[src/hdl/lsi_pkg.sv]
// Shared types, indication codes and decode function for the LED status indicator.
// Used by every module of the block; no dependencies.
`default_nettype none
package lsi_pkg;

   localparam int unsigned CODE_WIDTH = 5;
   localparam int unsigned CFG_WIDTH = 16;
   localparam int unsigned CSR_INDEX_WIDTH = 3;
   localparam int unsigned QUEUE_DEPTH = 2;

   localparam logic [CODE_WIDTH-1:0] IND_IDLE      = 5'd0;
   localparam logic [CODE_WIDTH-1:0] IND_SCAN      = 5'd1;
   localparam logic [CODE_WIDTH-1:0] IND_ADV       = 5'd2;
   localparam logic [CODE_WIDTH-1:0] IND_WHITELIST = 5'd3;
   localparam logic [CODE_WIDTH-1:0] IND_SLOW      = 5'd4;
   localparam logic [CODE_WIDTH-1:0] IND_DIRECTED  = 5'd5;
   localparam logic [CODE_WIDTH-1:0] IND_BOND      = 5'd6;
   localparam logic [CODE_WIDTH-1:0] IND_CONN      = 5'd7;
   localparam logic [CODE_WIDTH-1:0] IND_SENT_OK   = 5'd8;
   localparam logic [CODE_WIDTH-1:0] IND_SEND_ERR  = 5'd9;
   localparam logic [CODE_WIDTH-1:0] IND_RCV_OK    = 5'd10;
   localparam logic [CODE_WIDTH-1:0] IND_RCV_ERR   = 5'd11;
   localparam logic [CODE_WIDTH-1:0] IND_FATAL     = 5'd12;
   localparam logic [CODE_WIDTH-1:0] IND_ALERT0    = 5'd13;
   localparam logic [CODE_WIDTH-1:0] IND_ALERT1    = 5'd14;
   localparam logic [CODE_WIDTH-1:0] IND_ALERT2    = 5'd15;
   localparam logic [CODE_WIDTH-1:0] IND_ALERT3    = 5'd16;
   localparam logic [CODE_WIDTH-1:0] IND_ALERT_OFF = 5'd17;
   localparam logic [CODE_WIDTH-1:0] IND_USER_OFF  = 5'd18;
   localparam logic [CODE_WIDTH-1:0] IND_USER0     = 5'd19;
   localparam logic [CODE_WIDTH-1:0] IND_USER1     = 5'd20;
   localparam logic [CODE_WIDTH-1:0] IND_USER2     = 5'd21;
   localparam logic [CODE_WIDTH-1:0] IND_USER3     = 5'd22;
   localparam logic [CODE_WIDTH-1:0] IND_USER_ON   = 5'd23;

   localparam logic [CSR_INDEX_WIDTH-1:0] CSR_ADV_ON     = 3'd0;
   localparam logic [CSR_INDEX_WIDTH-1:0] CSR_ADV_OFF    = 3'd1;
   localparam logic [CSR_INDEX_WIDTH-1:0] CSR_FAST_ON    = 3'd2;
   localparam logic [CSR_INDEX_WIDTH-1:0] CSR_FAST_OFF   = 3'd3;
   localparam logic [CSR_INDEX_WIDTH-1:0] CSR_SLOW_ON    = 3'd4;
   localparam logic [CSR_INDEX_WIDTH-1:0] CSR_SLOW_OFF   = 3'd5;
   localparam logic [CSR_INDEX_WIDTH-1:0] CSR_FLASH      = 3'd6;
   localparam logic [CSR_INDEX_WIDTH-1:0] CSR_ERR_FLASH  = 3'd7;

   typedef enum logic [3:0] {
      OP_NONE,
      OP_IDLE,
      OP_TOGGLE,
      OP_BOND,
      OP_CONN,
      OP_FLASH,
      OP_ALL_ON,
      OP_ALERT,
      OP_ALERT_OFF,
      OP_USER
   } op_type;

   typedef struct packed {
      logic                  func;
      logic [CODE_WIDTH-1:0] indication;
   } req_type;

   typedef struct packed {
      logic [3:0]            led_pattern;
      logic                  alert_active;
      logic [CODE_WIDTH-1:0] stable_mode;
   } rsp_type;

   typedef struct packed {
      logic                  is_tick;
      op_type                op;
      logic [CODE_WIDTH-1:0] code;
   } entry_type;

   function automatic op_type classify(input logic [CODE_WIDTH-1:0] code);
      op_type op;
      case (code)
         IND_IDLE:                                      op = OP_IDLE;
         IND_ADV, IND_WHITELIST, IND_SLOW, IND_DIRECTED: op = OP_TOGGLE;
         IND_BOND:                                      op = OP_BOND;
         IND_CONN:                                      op = OP_CONN;
         IND_SENT_OK, IND_SEND_ERR, IND_RCV_OK, IND_RCV_ERR: op = OP_FLASH;
         IND_FATAL, IND_USER_ON:                        op = OP_ALL_ON;
         IND_ALERT0, IND_ALERT1, IND_ALERT2, IND_ALERT3: op = OP_ALERT;
         IND_ALERT_OFF:                                 op = OP_ALERT_OFF;
         IND_USER_OFF, IND_USER0, IND_USER1, IND_USER2: op = OP_USER;
         default:                                       op = OP_NONE;
      endcase
      return op;
   endfunction

endpackage
`default_nettype wire

[src/hdl/lsi_front.sv]
// Front end: accepts request words and classifies them into queue entries.
// Depends on lsi_pkg.
`default_nettype none
module lsi_front (
   input  wire lsi_pkg::req_type   req_data,
   input  wire                     req_valid,
   output logic                    req_ready,
   input  wire                     q_full,
   output logic                    q_push,
   output lsi_pkg::entry_type      q_entry
);
   import lsi_pkg::*;

   assign req_ready = !q_full;
   assign q_push = req_valid && !q_full;

   always_comb begin
      q_entry.is_tick = req_data.func;
      q_entry.code = req_data.indication;
      q_entry.op = req_data.func ? OP_NONE : classify(req_data.indication);
   end

endmodule
`default_nettype wire

[src/hdl/lsi_queue.sv]
// Two-entry queue between front and back end.
// Depends on lsi_pkg.
`default_nettype none
module lsi_queue (
   input  wire                     clock,
   input  wire                     reset,
   input  wire                     push,
   input  wire lsi_pkg::entry_type push_entry,
   input  wire                     pop,
   output logic                    full,
   output logic                    not_empty,
   output lsi_pkg::entry_type      head
);
   import lsi_pkg::*;

   localparam int unsigned PTR_W = $clog2(QUEUE_DEPTH);

   entry_type              mem_ff [QUEUE_DEPTH];
   logic [PTR_W-1:0]       wr_ptr_ff, wr_ptr_in;
   logic [PTR_W-1:0]       rd_ptr_ff, rd_ptr_in;
   logic [PTR_W:0]         count_ff, count_in;

   assign full = (count_ff == (PTR_W+1)'(QUEUE_DEPTH));
   assign not_empty = (count_ff != '0);
   assign head = mem_ff[rd_ptr_ff];

   always_comb begin
      wr_ptr_in = push ? wr_ptr_ff + 1'b1 : wr_ptr_ff;
      rd_ptr_in = pop ? rd_ptr_ff + 1'b1 : rd_ptr_ff;
      count_in = count_ff + (PTR_W+1)'(push) - (PTR_W+1)'(pop);
   end

   always_ff @(posedge clock) begin
      if (push) begin
         mem_ff[wr_ptr_ff] <= push_entry;
      end
      if (reset) begin
         wr_ptr_ff <= '0;
         rd_ptr_ff <= '0;
         count_ff <= '0;
      end else begin
         wr_ptr_ff <= wr_ptr_in;
         rd_ptr_ff <= rd_ptr_in;
         count_ff <= count_in;
      end
   end

endmodule
`default_nettype wire

[src/hdl/lsi_back.sv]
// Back end: LED state, blink and alert timers, config registers, response register.
// Depends on lsi_pkg.
`default_nettype none
module lsi_back #(
   parameter int unsigned NUM_LEDS = 4,
   parameter int unsigned ALERT_LED = 3,
   parameter int unsigned TIMER_WIDTH = 16,
   parameter int unsigned DIRECTED_ON_TICKS = 5,
   parameter int unsigned DIRECTED_OFF_TICKS = 5,
   parameter int unsigned ALERT_TICKS = 20
) (
   input  wire                                     clock,
   input  wire                                     reset,
   input  wire                                     csr_wr_en,
   input  wire [lsi_pkg::CSR_INDEX_WIDTH-1:0]      csr_index,
   input  wire [lsi_pkg::CFG_WIDTH-1:0]            csr_wdata,
   input  wire                                     q_not_empty,
   input  wire lsi_pkg::entry_type                 q_head,
   output logic                                    q_pop,
   output logic                                    rsp_valid,
   input  wire                                     rsp_ready,
   output lsi_pkg::rsp_type                        rsp_data
);
   import lsi_pkg::*;

   localparam logic [NUM_LEDS-1:0] ALERT_MASK = NUM_LEDS'(32'd1 << ALERT_LED);
   localparam logic [NUM_LEDS-1:0] LED1_MASK = NUM_LEDS'(2);
   localparam logic [32:0] T_MAX = (33'd1 << TIMER_WIDTH) - 33'd1;
   localparam logic [31:0] DIR_ON = 32'(DIRECTED_ON_TICKS);
   localparam logic [31:0] DIR_OFF = 32'(DIRECTED_OFF_TICKS);
   localparam logic [31:0] ALERT_P4 = 32'(4 * ALERT_TICKS);
   localparam logic [31:0] ALERT_P3 = 32'(3 * ALERT_TICKS);
   localparam logic [31:0] ALERT_P2 = 32'(2 * ALERT_TICKS);

   function automatic logic [TIMER_WIDTH-1:0] fit_len(input logic [31:0] n);
      logic [32:0] w;
      w = {1'b0, n};
      if (w > T_MAX) w = T_MAX;
      if (w == 33'd0) w = 33'd1;
      return w[TIMER_WIDTH-1:0];
   endfunction

   logic [CFG_WIDTH-1:0]   cfg_ff [8];

   logic [NUM_LEDS-1:0]    led_ff, led_in;
   logic [CODE_WIDTH-1:0]  stable_ff, stable_in;
   logic                   clr_ff, clr_in;
   logic                   alert_ff, alert_in;
   logic [TIMER_WIDTH-1:0] blink_cnt_ff, blink_cnt_in;
   logic                   blink_run_ff, blink_run_in;
   logic [TIMER_WIDTH-1:0] alert_cnt_ff, alert_cnt_in;
   logic [TIMER_WIDTH-1:0] alert_per_ff, alert_per_in;
   logic                   alert_run_ff, alert_run_in;
   logic                   rsp_valid_ff, rsp_valid_in;
   rsp_type                rsp_data_ff, rsp_data_in;

   logic                   do_apply;
   logic [CODE_WIDTH-1:0]  acode;
   op_type                 aop;
   logic [31:0]            on_len, off_len, alert_len;
   logic [7:0]             led_ext;

   assign q_pop = q_not_empty && (!rsp_valid_ff || rsp_ready);
   assign rsp_valid = rsp_valid_ff;
   assign rsp_data = rsp_data_ff;

   always_comb begin
      led_in = led_ff;
      stable_in = stable_ff;
      clr_in = clr_ff;
      alert_in = alert_ff;
      blink_cnt_in = blink_cnt_ff;
      blink_run_in = blink_run_ff;
      alert_cnt_in = alert_cnt_ff;
      alert_per_in = alert_per_ff;
      alert_run_in = alert_run_ff;
      do_apply = 1'b0;
      acode = q_head.code;
      aop = q_head.op;

      if (q_pop) begin
         if (q_head.is_tick) begin
            if (blink_run_ff) begin
               if (blink_cnt_ff <= TIMER_WIDTH'(1)) begin
                  blink_run_in = 1'b0;
                  blink_cnt_in = '0;
                  do_apply = 1'b1;
                  acode = stable_ff;
                  aop = classify(stable_ff);
               end else begin
                  blink_cnt_in = blink_cnt_ff - 1'b1;
               end
            end
         end else begin
            do_apply = 1'b1;
         end
      end

      case (acode)
         IND_ADV: begin
            on_len = 32'(cfg_ff[CSR_ADV_ON]);
            off_len = 32'(cfg_ff[CSR_ADV_OFF]);
         end
         IND_WHITELIST: begin
            on_len = 32'(cfg_ff[CSR_FAST_ON]);
            off_len = 32'(cfg_ff[CSR_FAST_OFF]);
         end
         IND_SLOW: begin
            on_len = 32'(cfg_ff[CSR_SLOW_ON]);
            off_len = 32'(cfg_ff[CSR_SLOW_OFF]);
         end
         default: begin
            on_len = DIR_ON;
            off_len = DIR_OFF;
         end
      endcase

      case (acode)
         IND_ALERT0: alert_len = ALERT_P4;
         IND_ALERT1: alert_len = ALERT_P3;
         default:    alert_len = ALERT_P2;
      endcase

      if (do_apply) begin
         if (clr_in) begin
            clr_in = 1'b0;
            led_in = alert_in ? (led_in & ALERT_MASK) : '0;
         end
         case (aop)
            OP_IDLE: begin
               led_in = alert_in ? (led_in & ALERT_MASK) : '0;
               blink_run_in = 1'b0;
               stable_in = acode;
            end
            OP_TOGGLE: begin
               if (led_in[0]) begin
                  led_in[0] = 1'b0;
                  blink_cnt_in = fit_len(off_len);
               end else begin
                  led_in[0] = 1'b1;
                  blink_cnt_in = fit_len(on_len);
               end
               blink_run_in = 1'b1;
               stable_in = acode;
            end
            OP_BOND: begin
               led_in[0] = !led_in[0];
               stable_in = acode;
               blink_cnt_in = fit_len(32'(cfg_ff[CSR_FLASH]));
               blink_run_in = 1'b1;
            end
            OP_CONN: begin
               led_in[0] = 1'b1;
               stable_in = acode;
            end
            OP_FLASH: begin
               clr_in = 1'b1;
               led_in = led_in ^ LED1_MASK;
               // odd codes are the error flashes
               blink_cnt_in = acode[0] ? fit_len(32'(cfg_ff[CSR_ERR_FLASH]))
                                       : fit_len(32'(cfg_ff[CSR_FLASH]));
               blink_run_in = 1'b1;
            end
            OP_ALL_ON: begin
               led_in = '1;
               stable_in = acode;
            end
            OP_ALERT: begin
               alert_run_in = 1'b0;
               if (acode != IND_ALERT3) begin
                  alert_per_in = fit_len(alert_len);
                  alert_cnt_in = fit_len(alert_len);
                  alert_run_in = 1'b1;
               end
               led_in = led_in | ALERT_MASK;
               alert_in = 1'b1;
            end
            OP_ALERT_OFF: begin
               alert_run_in = 1'b0;
               led_in = led_in & ~ALERT_MASK;
               alert_in = 1'b0;
            end
            OP_USER: begin
               led_in = alert_in ? (led_in & ALERT_MASK) : '0;
               if (acode == IND_USER0 || acode == IND_USER2) led_in[0] = 1'b1;
               if (acode == IND_USER1 || acode == IND_USER2) led_in = led_in | LED1_MASK;
               stable_in = acode;
            end
            default: begin
            end
         endcase
      end

      if (q_pop && q_head.is_tick && alert_run_in) begin
         if (alert_cnt_in <= TIMER_WIDTH'(1)) begin
            led_in = led_in ^ ALERT_MASK;
            alert_cnt_in = alert_per_in;
         end else begin
            alert_cnt_in = alert_cnt_in - 1'b1;
         end
      end

      led_ext = 8'(led_in);
      rsp_data_in.led_pattern = led_ext[3:0];
      rsp_data_in.alert_active = alert_in;
      rsp_data_in.stable_mode = stable_in;
      rsp_valid_in = q_pop ? 1'b1 : (rsp_valid_ff && !rsp_ready);
   end

   always_ff @(posedge clock) begin
      if (q_pop) begin
         rsp_data_ff <= rsp_data_in;
      end
      if (reset) begin
         cfg_ff[CSR_ADV_ON] <= 16'd10;
         cfg_ff[CSR_ADV_OFF] <= 16'd90;
         cfg_ff[CSR_FAST_ON] <= 16'd10;
         cfg_ff[CSR_FAST_OFF] <= 16'd40;
         cfg_ff[CSR_SLOW_ON] <= 16'd40;
         cfg_ff[CSR_SLOW_OFF] <= 16'd400;
         cfg_ff[CSR_FLASH] <= 16'd10;
         cfg_ff[CSR_ERR_FLASH] <= 16'd50;
         led_ff <= '0;
         stable_ff <= IND_IDLE;
         clr_ff <= 1'b0;
         alert_ff <= 1'b0;
         blink_cnt_ff <= '0;
         blink_run_ff <= 1'b0;
         alert_cnt_ff <= '0;
         alert_per_ff <= '0;
         alert_run_ff <= 1'b0;
         rsp_valid_ff <= 1'b0;
      end else begin
         if (csr_wr_en) begin
            cfg_ff[csr_index] <= csr_wdata;
         end
         led_ff <= led_in;
         stable_ff <= stable_in;
         clr_ff <= clr_in;
         alert_ff <= alert_in;
         blink_cnt_ff <= blink_cnt_in;
         blink_run_ff <= blink_run_in;
         alert_cnt_ff <= alert_cnt_in;
         alert_per_ff <= alert_per_in;
         alert_run_ff <= alert_run_in;
         rsp_valid_ff <= rsp_valid_in;
      end
   end

endmodule
`default_nettype wire

[src/hdl/led_status_indicator.sv]
// LED status indicator: top level joining front end, queue and back end.
// Depends on lsi_pkg, lsi_front, lsi_queue, lsi_back.
//
// Usage:
//   req channel (req_valid/req_ready/req_data): one word per item, either an
//     indication command (func 0) or one time tick (func 1).
//   rsp channel (rsp_valid/rsp_ready/rsp_data): exactly one word per request
//     word, in order: LED vector, alert flag and stable indication after it.
//   csr port: csr_wr_en, csr_index, csr_wdata write one of the eight tick
//     count registers; write only while the block is idle.
// A request enters the queue, then is popped into the response register.
// Throughput: one word per cycle while the receiver does not stall; the back
//   end updates all state for a word as it pops it.
// A two-word queue sits between front and back. When the receiver stalls, the
//   response register holds, the queue fills and req_ready drops once it is
//   full; no word is lost.
// Reset clears LEDs, timers and flags, sets the stable indication to idle,
//   restores the default register values and empties the queue.
`default_nettype none
module led_status_indicator #(
   parameter int unsigned NUM_LEDS = 4,
   parameter int unsigned ALERT_LED = 3,
   parameter int unsigned TIMER_WIDTH = 16,
   parameter int unsigned DIRECTED_ON_TICKS = 5,
   parameter int unsigned DIRECTED_OFF_TICKS = 5,
   parameter int unsigned ALERT_TICKS = 20
) (
   input  wire                                clock,
   input  wire                                reset,
   input  wire                                req_valid,
   output logic                               req_ready,
   input  wire lsi_pkg::req_type              req_data,
   output logic                               rsp_valid,
   input  wire                                rsp_ready,
   output lsi_pkg::rsp_type                   rsp_data,
   input  wire                                csr_wr_en,
   input  wire [lsi_pkg::CSR_INDEX_WIDTH-1:0] csr_index,
   input  wire [lsi_pkg::CFG_WIDTH-1:0]       csr_wdata
);
   import lsi_pkg::*;

   logic      q_full;
   logic      q_push;
   logic      q_pop;
   logic      q_not_empty;
   entry_type q_entry;
   entry_type q_head;

   lsi_front u_front (
      .req_data (req_data),
      .req_valid(req_valid),
      .req_ready(req_ready),
      .q_full   (q_full),
      .q_push   (q_push),
      .q_entry  (q_entry)
   );

   lsi_queue u_queue (
      .clock     (clock),
      .reset     (reset),
      .push      (q_push),
      .push_entry(q_entry),
      .pop       (q_pop),
      .full      (q_full),
      .not_empty (q_not_empty),
      .head      (q_head)
   );

   lsi_back #(
      .NUM_LEDS          (NUM_LEDS),
      .ALERT_LED         (ALERT_LED),
      .TIMER_WIDTH       (TIMER_WIDTH),
      .DIRECTED_ON_TICKS (DIRECTED_ON_TICKS),
      .DIRECTED_OFF_TICKS(DIRECTED_OFF_TICKS),
      .ALERT_TICKS       (ALERT_TICKS)
   ) u_back (
      .clock      (clock),
      .reset      (reset),
      .csr_wr_en  (csr_wr_en),
      .csr_index  (csr_index),
      .csr_wdata  (csr_wdata),
      .q_not_empty(q_not_empty),
      .q_head     (q_head),
      .q_pop      (q_pop),
      .rsp_valid  (rsp_valid),
      .rsp_ready  (rsp_ready),
      .rsp_data   (rsp_data)
   );

endmodule
`default_nettype wire

[config.mk]
export PLATFORM = sky130hd
export DESIGN_NAME = led_status_indicator
export DESIGN_NICKNAME = d
export VERILOG_FILES = /design/src/hdl/lsi_pkg.sv /design/src/hdl/lsi_front.sv /design/src/hdl/lsi_queue.sv /design/src/hdl/lsi_back.sv /design/src/hdl/led_status_indicator.sv
export SDC_FILE = /design/constraint.sdc
export NUM_CORES = 1
export LEC_CHECK = 0
export BUFFER_PORTS_ARGS = -buffer_cell sky130_fd_sc_hd__buf_2
export CELL_PAD_IN_SITES_DETAIL_PLACEMENT = 0
export CELL_PAD_IN_SITES_GLOBAL_PLACEMENT = 2
export CORE_ASPECT_RATIO = 0.9
export CORE_MARGIN = 5
export CORE_UTILIZATION = 45
export DETAILED_ROUTE_END_ITERATION = 7
export PLACE_DENSITY_LB_ADDON = 0.05
export REMOVE_ABC_BUFFERS = 1
export SLEW_MARGIN = 20
export SYNTH_ARGS = -nofsm -noshare
export SYNTH_HDL_FRONTEND = slang
export SYNTH_SLANG_ARGS = --single-unit
[constraint.sdc]
create_clock -name clock -period 8.75 [get_ports clock]
set_input_delay 1.75 -clock clock [delete_from_list [all_inputs] [get_ports clock]]
set_output_delay 1.75 -clock clock [all_outputs]
set_load 0.02 [all_outputs]
; ---- Word-level counts from Yosys, hierarchy flattened
; Memories as Yosys holds them, arrays and structs flattened. A register that Yosys moved wholly into a read port is not among the register bits.
; Index checks and enable logic that the tools add are counted.
[word_totals]
input_bits = 30
rom_bits = 256
regBits = 76
mem_bits_rw = 148
n_memories = 4
out_inout_bits = 12
[classes]
n_eq_ne = 19
n_reduce_logical = 22
mux = 89
n_lt_le_gt_ge = 5
n_bitwise = 2
add_sub_neg = 6
[mem_list]
columns = memory, words, word_bits, read_ports, rd_clocked_by_memory_dff, wr, line
row1 = (name not given), 32, 4, 1, 1, 0, lsi_pkg.sv:77  ; case (code)
row2 = (name not given), 32, 4, 1, 0, 0, lsi_pkg.sv:77
row3 = u_back.cfg_ff, 8, 16, 8, 0, 8, lsi_back.sv:43  ; logic [CFG_WIDTH-1:0] cfg_ff [8];
row4 = u_queue.mem_ff, 2, 10, 1, 1, 1, lsi_queue.sv:18  ; entry_type mem_ff [QUEUE_DEPTH];
[ops]
columns = operator, count
row1 = 2-to-1 mux 16 bit, 24
row2 = 2-to-1 mux 33 bit, 9
row3 = case mux 16 bit (3 select lines), 3
row4 = zero test 33 bit, 3
row5 = 2-to-1 mux 4 bit, 12
row6 = 2-to-1 mux 5 bit, 7
row7 = greater-than comparator 16 bit (second input constant), 2
row8 = <= comparator 16 x 1 -> 1 bit (second input constant), 2
row9 = zero test 16 bit, 2
row10 = subtractor 16 x 1 -> 16 bit (second input constant), 2
row11 = 2-to-1 mux 1 bit, 26
row12 = case mux 3 bit (6 select lines), 1
row13 = equality test 4 x 3 -> 1 bit (second input constant), 4
row14 = greater-than comparator 7 x 16 -> 1 bit (second input constant), 1
row15 = OR reduction 16 bit, 1
row16 = equality test 5 bit (second input constant), 3
row17 = case mux 7 bit (2 select lines), 1
row18 = equality test 5 x 2 -> 1 bit (second input constant), 2
row19 = equality test 5 x 4 -> 1 bit (second input constant), 2
row20 = equality test 4 x 2 -> 1 bit (second input constant), 2
row21 = equality test 4 bit (second input constant), 2
row22 = case mux 1 bit (2 select lines), 3
row23 = OR reduction 6 bit, 1
row24 = equality test 5 x 3 -> 1 bit (second input constant), 1
row25 = 16 further kinds, 27

; ---- Logic depth before layout (Yosys ltp)
; Gate-level depths: netlist of run 1.
[depth]
ltp_word = 20
mapped_depth = 21
ltp_nobuf = 17

; ---- By module
; From an unflattened synthesis of run 1, not the netlist that was laid out.
[hier_totals]
hier_cells = 1100
area_unflattened_um2 = 11671.2
[modules_own_cells]
columns = mod, area_each_um2, instances, cells_per_inst, seq_area_each_um2
row1 = lsi_back, 10537.6, 1, 1018, 5465.2
row2 = lsi_queue, 939.7, 1, 52, 700.7
row3 = lsi_front, 193.9, 1, 30, 0.0

; ---- Worst setup path after synthesis of run 1
; Ideal clock, no wire load.
[synth_path]
path_kind = input port to flip-flop
start = input rsp_ready
end = register u_back.rsp_data_ff (netlist bit u_back.rsp_data[9]) (data pin)
setup_time_ps = 262
arrival_time_ps = 5172
required_ps = 8488
path_buffers = 3
path_stages = 16
path_slack_ps = 3317
cell_sequence = nand2b_1 -> nand3_1 -> nor4_4 -> buf_6 -> mux2i_1 -> nand2_1 -> buf_2 -> buf_4 -> nand2_1 -> ha_1 -> nor2_1 -> nor4_1 -> o2111ai_1 -> nor3_2 -> o21ai_0 -> nor2b_1
[synth_between]
elab_chain_len = 18
[synth_rtl]
columns = element, line
row1 = "start, declared", led_status_indicator.sv:34  ; input wire rsp_ready,
row2 = logical OR 1 bit (*), lsi_back.sv:63  ; assign q_pop = q_not_empty && (!rsp_valid_ff || rsp_ready);
row3 = logical AND 1 bit (*), lsi_back.sv:63
row4 = 2-to-1 mux 5 bit, lsi_back.sv:81  ; if (q_pop) begin
row5 = equality test 5 x 4 -> 1 bit, lsi_back.sv:118  ; case (acode)
row6 = case mux 7 bit (2 select lines), lsi_back.sv:118
row7 = greater-than comparator 7 x 16 -> 1 bit, lsi_back.sv:38  ; if (w > T_MAX) w = T_MAX;
row8 = 2-to-1 mux 16 bit, lsi_back.sv:38
row9 = 2-to-1 mux 33 bit, lsi_back.sv:170  ; if (acode != IND_ALERT3) begin
row10 = [3 not listed], -
row11 = 2-to-1 mux 16 bit, lsi_back.sv:39  ; if (w == 33'd0) w = 33'd1;
row12 = 2-to-1 mux 16 bit, lsi_back.sv:170
row13 = 2-to-1 mux 16 bit, lsi_back.sv:129  ; case (aop)
row14 = 2-to-1 mux 16 bit, lsi_back.sv:124  ; if (do_apply) begin
row15 = <= comparator 16 x 1 -> 1 bit, lsi_back.sv:195  ; if (alert_cnt_in <= TIMER_WIDTH'(1)) begin
row16 = 2-to-1 mux 4 bit, lsi_back.sv:195
row17 = 2-to-1 mux 4 bit (*), lsi_back.sv:194  ; if (q_pop && q_head.is_tick && alert_run_in) begin
row18 = net u_back.led_in[3], lsi_back.sv:45  ; logic [NUM_LEDS-1:0] led_ff, led_in;
row19 = "end signal, assigned", lsi_back.sv:212  ; rsp_data_ff <= rsp_data_in;
row20 = "end, declared", lsi_back.sv:55  ; rsp_type rsp_data_ff, rsp_data_in;
; Mark *: on every way through the listed nets, which the timed path passes. The rest lies on a longest branch. The select of a mux whose other input is x is not followed.
; A chain may end at the register's enable or synchronous reset.

; ---- Worst setup path in the final report of run 1
[layout_path]
start = input rsp_ready
end = register u_back.alert_cnt_ff[6]
[layout_between]
elab_chain_len = 18
[layout_rtl]
columns = element, line
row1 = logical OR 1 bit (*), lsi_back.sv:63
row2 = logical AND 1 bit (*), lsi_back.sv:63
row3 = 2-to-1 mux 5 bit, lsi_back.sv:81
row4 = equality test 5 x 4 -> 1 bit, lsi_back.sv:118
row5 = case mux 7 bit (2 select lines), lsi_back.sv:118
row6 = greater-than comparator 7 x 16 -> 1 bit, lsi_back.sv:38
row7 = 2-to-1 mux 16 bit, lsi_back.sv:38
row8 = 2-to-1 mux 33 bit, lsi_back.sv:170
row9 = [2 not listed], -
row10 = zero test 33 bit, lsi_back.sv:39
row11 = 2-to-1 mux 16 bit, lsi_back.sv:39
row12 = 2-to-1 mux 16 bit, lsi_back.sv:170
row13 = 2-to-1 mux 16 bit, lsi_back.sv:129
row14 = 2-to-1 mux 16 bit, lsi_back.sv:124
row15 = subtractor 16 x 1 -> 16 bit or <= comparator 16 x 1 -> 1 bit (tied branches), "lsi_back.sv:199, lsi_back.sv:195"
row16 = 2-to-1 mux 16 bit, lsi_back.sv:195
row17 = 2-to-1 mux 16 bit (*), lsi_back.sv:194
row18 = "end signal, assigned", lsi_back.sv:243  ; alert_cnt_ff <= alert_cnt_in;
row19 = "end, declared", lsi_back.sv:51  ; logic [TIMER_WIDTH-1:0] alert_cnt_ff, alert_cnt_in;
; Every way passes the cells marked *; elsewhere a longest branch is shown, timed or not. The select of a mux whose other input is x is not followed.

==> flow_summary.yaml, run 1 <==
clock_network:
  cts_resized: 0
  cts_tree: "done"
  insertion_delay_ns: 0.55
  clockBufferDepth: 3
  cts_made_buffers: 25
  clk_pin_slew_ns: 0.06
  postCtsSetupBuffers: 0
  cts.sinks: 229
  cts-htree-levels: 1
  cts_hold_buffers: 0
  root_buffer: "clkbuf_16"
synth:
  yosysTopAreaCell: "edfxtp_1"
  ys_ff_latch: 229
  synthesis.instances: 1148
  synthesis.area_um2: 12200
  avgSynthCellArea_um2: 10.6
  yosys.cell_count.top_type: "edfxtp_1"
  yosysWarnings: 0
  synth_seq_area_share: 0.506
  yosysTopAreaCellShare: 0.389
  synth_enable_flop_cells: 158
  async_flop_share: 0
  synthTopCellsByCount: "158 x edfxtp_1, 126 x and2_1, 71 x dfxtp_1"
  synthTopCellsByArea: "edfxtp_1 39%, dfxtp_1 12%, and2_1 6.5%"
  ys_types: 84
  synth_top_flop_cell: "edfxtp_1"
detailed_routing:
  antenna_left: 0
  post_drt_via_cell_ratio: 6.11
  drt_iter0_drc: 887
  routed_wl_mm: 36.5
  vias: 9469
  drc_errors: 0
  firstDrtPassIters: 7
  wl_per_cell_um: 23.6
timing:
  slew_headroom: 0.309
  worst_pin_slew_ns: 1.03
  setup-tns-final_ns: 0
  hold_viol: 0
  finalCritPeriodShare: 0.708
  fmax_mhz: 161
  clock_skew_ns: 0.0123
  whs_ns: 0.452
  rsz0062_at_grt: "false"
  fin_crit_ns: 6.19
  finalMaxSlewViolations: 0
  finalSetupViolCount: 0
floorplanning:
  pin_count: 42
  core_area_um2: 26800
  start_util: 0.454
  die_x_um: 183
  num_rows: 57
  dieArea_um2: 30500
  die_y_um: 166
global_routing:
  grt_usage: 0.233
  antenna_found_initial: 2
  grt_max_degree: 34
  grt-ovfl-total: 0
  grt_pass1_vias: 9312
  grt_pass1_wl_mm: 55.9
flow_run:
  max-cap-violations: 0
critical_path:
  crit_type: "in -> reg"
  critical_path.endpoint_type: "flip-flop"
  worstPathMaxFanout: 29
  worst_setup_path_start_kind: "input pin"
  cp.required_ns: 9.18
  worstPathArrival_ns: 6.62
cells_and_area:
  antennaDiodeCount: 0
  nets: 1212
  final_layout_size_suffix_gt1_frac: 0.141
  area_growth_pct: 11.9
  post-route-util: 0.508
  fill_cells: 2472
worst_hold_path:
  hold_class: "reg -> reg"
placed_design:
  globalplace.congestion: 0.861
  port_buffers: 41
  dpl.hpwl_mm: 25.3
power:
  p_per_area_nw_per_um2: 252
  p_leak_uw: 0.00479
  ir_drop_v: 0.000160
outcome:
  status: "complete, no violations"
[state kept, by name, indices dropped and copies added (netlist names), 2 cells and up, named ones only]
name / count
u_queue.mem_ff: 20
u_back.alert_cnt_ff: 16
u_back.stable_ff: 5
u_back.rsp_data: 10
u_back.cfg_ff: 128
u_back.led_ff: 4
u_queue.count_ff: 2
u_back.blink_cnt_ff: 16
u_back.alert_per_ff: 16
[cell usage in the layout (no fill, tap or decap), types with 30 or more instances in the layout]
cell / count
a21oi_1: 51
and2_1: 126
buf_2: 41
dfxtp_1: 71
edfxtp_1: 158
mux2i_1: 31
nand2_1: 66
nand3_1: 30
nor2_1: 61
nor3_1: 31
o21ai_0: 39
[cell type report]
cell class / instances / area, um2 / share of cell area
flip-flops and latches: 229 / 6170 / 0.452
repair buffers: 65 / 385 / 0.0283
clock buffers: 31 / 699 / 0.0513
multi-input cells: 836 / 5680 / 0.417
well taps: 354 / 443 / 0.0325
clock inverters: 15 / 188 / 0.0138
inverters: 19 / 71.3 / 0.00523
[worst max-delay path, cell delays in order]
cell	delay [ns]
buf_2	0.07
nand2b_1	0.21
nand3_1	0.25
nor4_4	0.26
buf_4	0.26
mux2i_1	0.49
nand2_1	0.71
nand2_1	0.36
ha_1	0.29
nor2_1	0.09
nor4_1	0.65
o2111a_1	0.77
nor3b_1	0.10
or3_1	0.35
[cell families (layout without fill, tap and decap cells)]
kind of cell | count (synthesis) | in the layout | share of synthesized area
muxes | 55 | 55 | 0.0477
adders and majority gates | 6 | 6 | 0.00616
xor gates and xnor gates | 17 | 17 | 0.0122
buffers and inverters | 83 | 130 | 0.0300
and+or+nand+nor | 475 | 475 | 0.226
DFF | 229 | 229 | 0.506
AOI/OAI and AO/OA | 283 | 283 | 0.172
[stage by stage]
stage | power, uW | area, um2 | instances | worst slack [ns]
2_1_floorplan | 1980 | 11900 | 1084 | 2.93
3_3_place_gp | 2310 | 12700 | 1503 | 2.13
3_5_place_dp | 2310 | 12700 | 1503 | 1.99
4_1_cts | 3450 | 13600 | 1549 | 2.57
5_1_grt | 3590 | 13600 | 1549 | 1.87
6_report | 3430 | 13600 | 1549 | 2.56
[power breakdown]
part,switching (uW),internal (uW),total [uW]
Clock,453,687,1140
Combinational,626,306,931
Sequential,78.4,1280,1360
[metal layers]
layer  vias up  track usage  wire length (um)
li1       4474            -                 -
met5         -            0                 0
met3        69       0.0293              1930
met2       290        0.377             17200
met1      4636        0.322             15900
met4         0       0.0858              1460
[worst paths after layout]
kind	start	to	slack [ns]	cells past startpoint
min	u_back.alert_per_ff[5]	u_back.alert_per_ff[5]	0.45	2
max	rsp_ready	u_back.alert_cnt_ff[6]	2.56	14
min reg2reg	u_back.alert_per_ff[5]	u_back.alert_per_ff[5]	0.45	2
max reg2reg	u_back.blink_cnt_ff[4]	u_back.alert_cnt_ff[6]	3.00	12
(Power assumes the default switching activity.)
==> run 2: changes to the inputs <==
--- a/config.mk
+++ b/config.mk
@@ -10,7 +10,7 @@
 export CELL_PAD_IN_SITES_GLOBAL_PLACEMENT = 2
 export CORE_ASPECT_RATIO = 0.9
 export CORE_MARGIN = 5
-export CORE_UTILIZATION = 45
+export CORE_UTILIZATION = 42
 export DETAILED_ROUTE_END_ITERATION = 7
 export PLACE_DENSITY_LB_ADDON = 0.05
 export REMOVE_ABC_BUFFERS = 1
==> constraint.sdc (replaced) <==
create_clock -name clock -period 6.3 [get_ports clock]
set_input_delay 1.26 -clock clock [delete_from_list [all_inputs] [get_ports clock]]
set_output_delay 1.26 -clock clock [all_outputs]
set_load 0.02 [all_outputs]
==> run 2 against run 1 <==
Compared with the run above:
- via count shrank 0.45%
- routed wire length grew 0.77%
- sequential power grew 40%
- largest power group unchanged
==> flow_summary.yaml, run 2 (synthesized netlist as in run 1, its figures left out) <==
timing:
  setup_ws_ns: 0.962
  hold_viol: 0
  rsz0062_at_grt: "false"
  finalSetupViolCount: 0
  clock_skew_ns: 0.0198
  finalCritPeriodShare: 0.847
  fmax_mhz: 187
  worst_pin_slew_ns: 0.967
  setup-tns-final_ns: 0
  fin_crit_ns: 5.34
  slew_headroom: 0.353
  finalMaxSlewViolations: 0
global_routing:
  grt_usage: 0.224
  grt_pass1_wl_mm: 56.6
  antenna_found_initial: 2
  grt-ovfl-total: 0
  grt_max_degree: 34
  grt_pass1_vias: 9204
detailed_routing:
  wl_per_cell_um: 23.5
  vias: 9426
  drc_errors: 0
  post_drt_via_cell_ratio: 6.03
  drt_iter0_drc: 719
  firstDrtPassIters: 7
  antenna_left: 0
  routed_wl_mm: 36.8
cells_and_area:
  final_layout_size_suffix_gt1_frac: 0.148
  largest_reg_flops: 128
  final_cell_area_um2: 13700
  mostFrequentLayoutCells: "158 x edfxtp_1, 126 x and2_1, 71 x dfxtp_1"
  regMostFlops: "u_back.cfg_ff"
  final_common_cell: "edfxtp_1"
  area_growth_pct: 12.8
  nets: 1214
  post-route-util: 0.477
  antennaDiodeCount: 0
  reg.largest.list: "u_back.cfg_ff x128, u_queue.mem_ff x20"
power:
  p_leak_uw: 0.00484
  ir_drop_v: 0.000237
  power.total_uw: 4890
  p_per_area_nw_per_um2: 356
floorplanning:
  core_area_um2: 28800
  dieArea_um2: 32500
  num_rows: 59
  start_util: 0.423
  die_x_um: 190
  pin_count: 42
  die_y_um: 172
clock_network:
  cts.sinks: 229
  postCtsSetupBuffers: 0
  cts_tree: "done"
  cts_hold_buffers: 0
  root_buffer: "clkbuf_16"
  cts_made_buffers: 26
  insertion_delay_ns: 0.55
  clockBufferDepth: 3
  clk_pin_slew_ns: 0.06
  cts_resized: 0
  cts-htree-levels: 1
critical_path:
  max_stage_delay_ns: 0.75
  slowest_stage: "dfxtp_1"
  crit_top_cell: "nand2_1"
  worst_setup_path_start_kind: "flip-flop"
  crit_family: "simple AND/OR/NAND/NOR gates"
  cp.required_ns: 6.58
  worstPathMaxFanout: 18
  path_buf_inv: 0
  worstPathArrival_ns: 5.62
  critical_path.endpoint_type: "flip-flop"
  crit_chain: "mux2_2 > nand3_1 > nor4_4 > mux2i_1 > nand2_1 > nand2_1 > ha_1 > nor2_1 > nor4_1 > o2111ai_1 > nor3_2 > o21ai_0 > nor2b_1"
  crit_type: "reg -> reg"
placed_design:
  dpl.hpwl_mm: 26.1
  place_area_um2: 12800
  port_buffers: 41
  pre_cts_slack_ns: 0.596
  globalplace.congestion: 0.846
worst_hold_path:
  hold_start: "u_back.alert_per_ff[14]"
  hold_class: "reg -> reg"
outcome:
  status: "complete, no violations"
flow_run:
  max-cap-violations: 0
## run 2: cell count changes in the layout (fill, tap and decap cells not counted), sizes merged
| cell | delta |
|---|---|
| clkbuf | -3 |
| bufinv | +3 |
| clkinvlp | +1 |
| buf | +1 |
| inv | -1 |
| clkinv | +2 |
## run 2: tightest hold or removal path: stages, from the launching register on
cell     delay, ns
dfxtp_1       0.30
inv_1         0.06
nor2_1        0.04
## run 2: routing by layer
layer / wire length, um / global-route usage
met5: 0 / 0
met4: 966 / 0.0601
met3: 1570 / 0.0260
met2: 17500 / 0.379
met1: 16800 / 0.308
## run 2: where the power goes
part / switching [uW] / total (uW) / internal (uW)
clock network: 645 / 1710 / 1060
registers: 125 / 1900 / 1780
logic: 850 / 1280 / 426
## run 2: final timing paths
check | end | slack, ns | depth (start not counted)
setup / recovery | u_back.rsp_data[9] | 0.96 | 13
hold / removal | u_back.alert_per_ff[14] | 0.45 | 2
setup reg to reg | u_back.rsp_data[9] | 0.96 | 13
hold reg to reg | u_back.alert_per_ff[14] | 0.45 | 2
## run 2: cell type report
type                       count  area (um2)
timing repair buffer          66         393
inverter                      19        71.3
clock buffer                  28         668
fill                        2684       15000
multi-input combinational    836        5680
clock inverter                20         309
sequential                   229        6170
tap                          366         458
## run 2: through the flow
stage	std cells	hold slack (ns)
floorplan	1084	0.416
global placement	1516	0.439
detailed placement	1516	0.444
CTS	1564	0.454
global route	1564	0.478
finish	1564	0.448
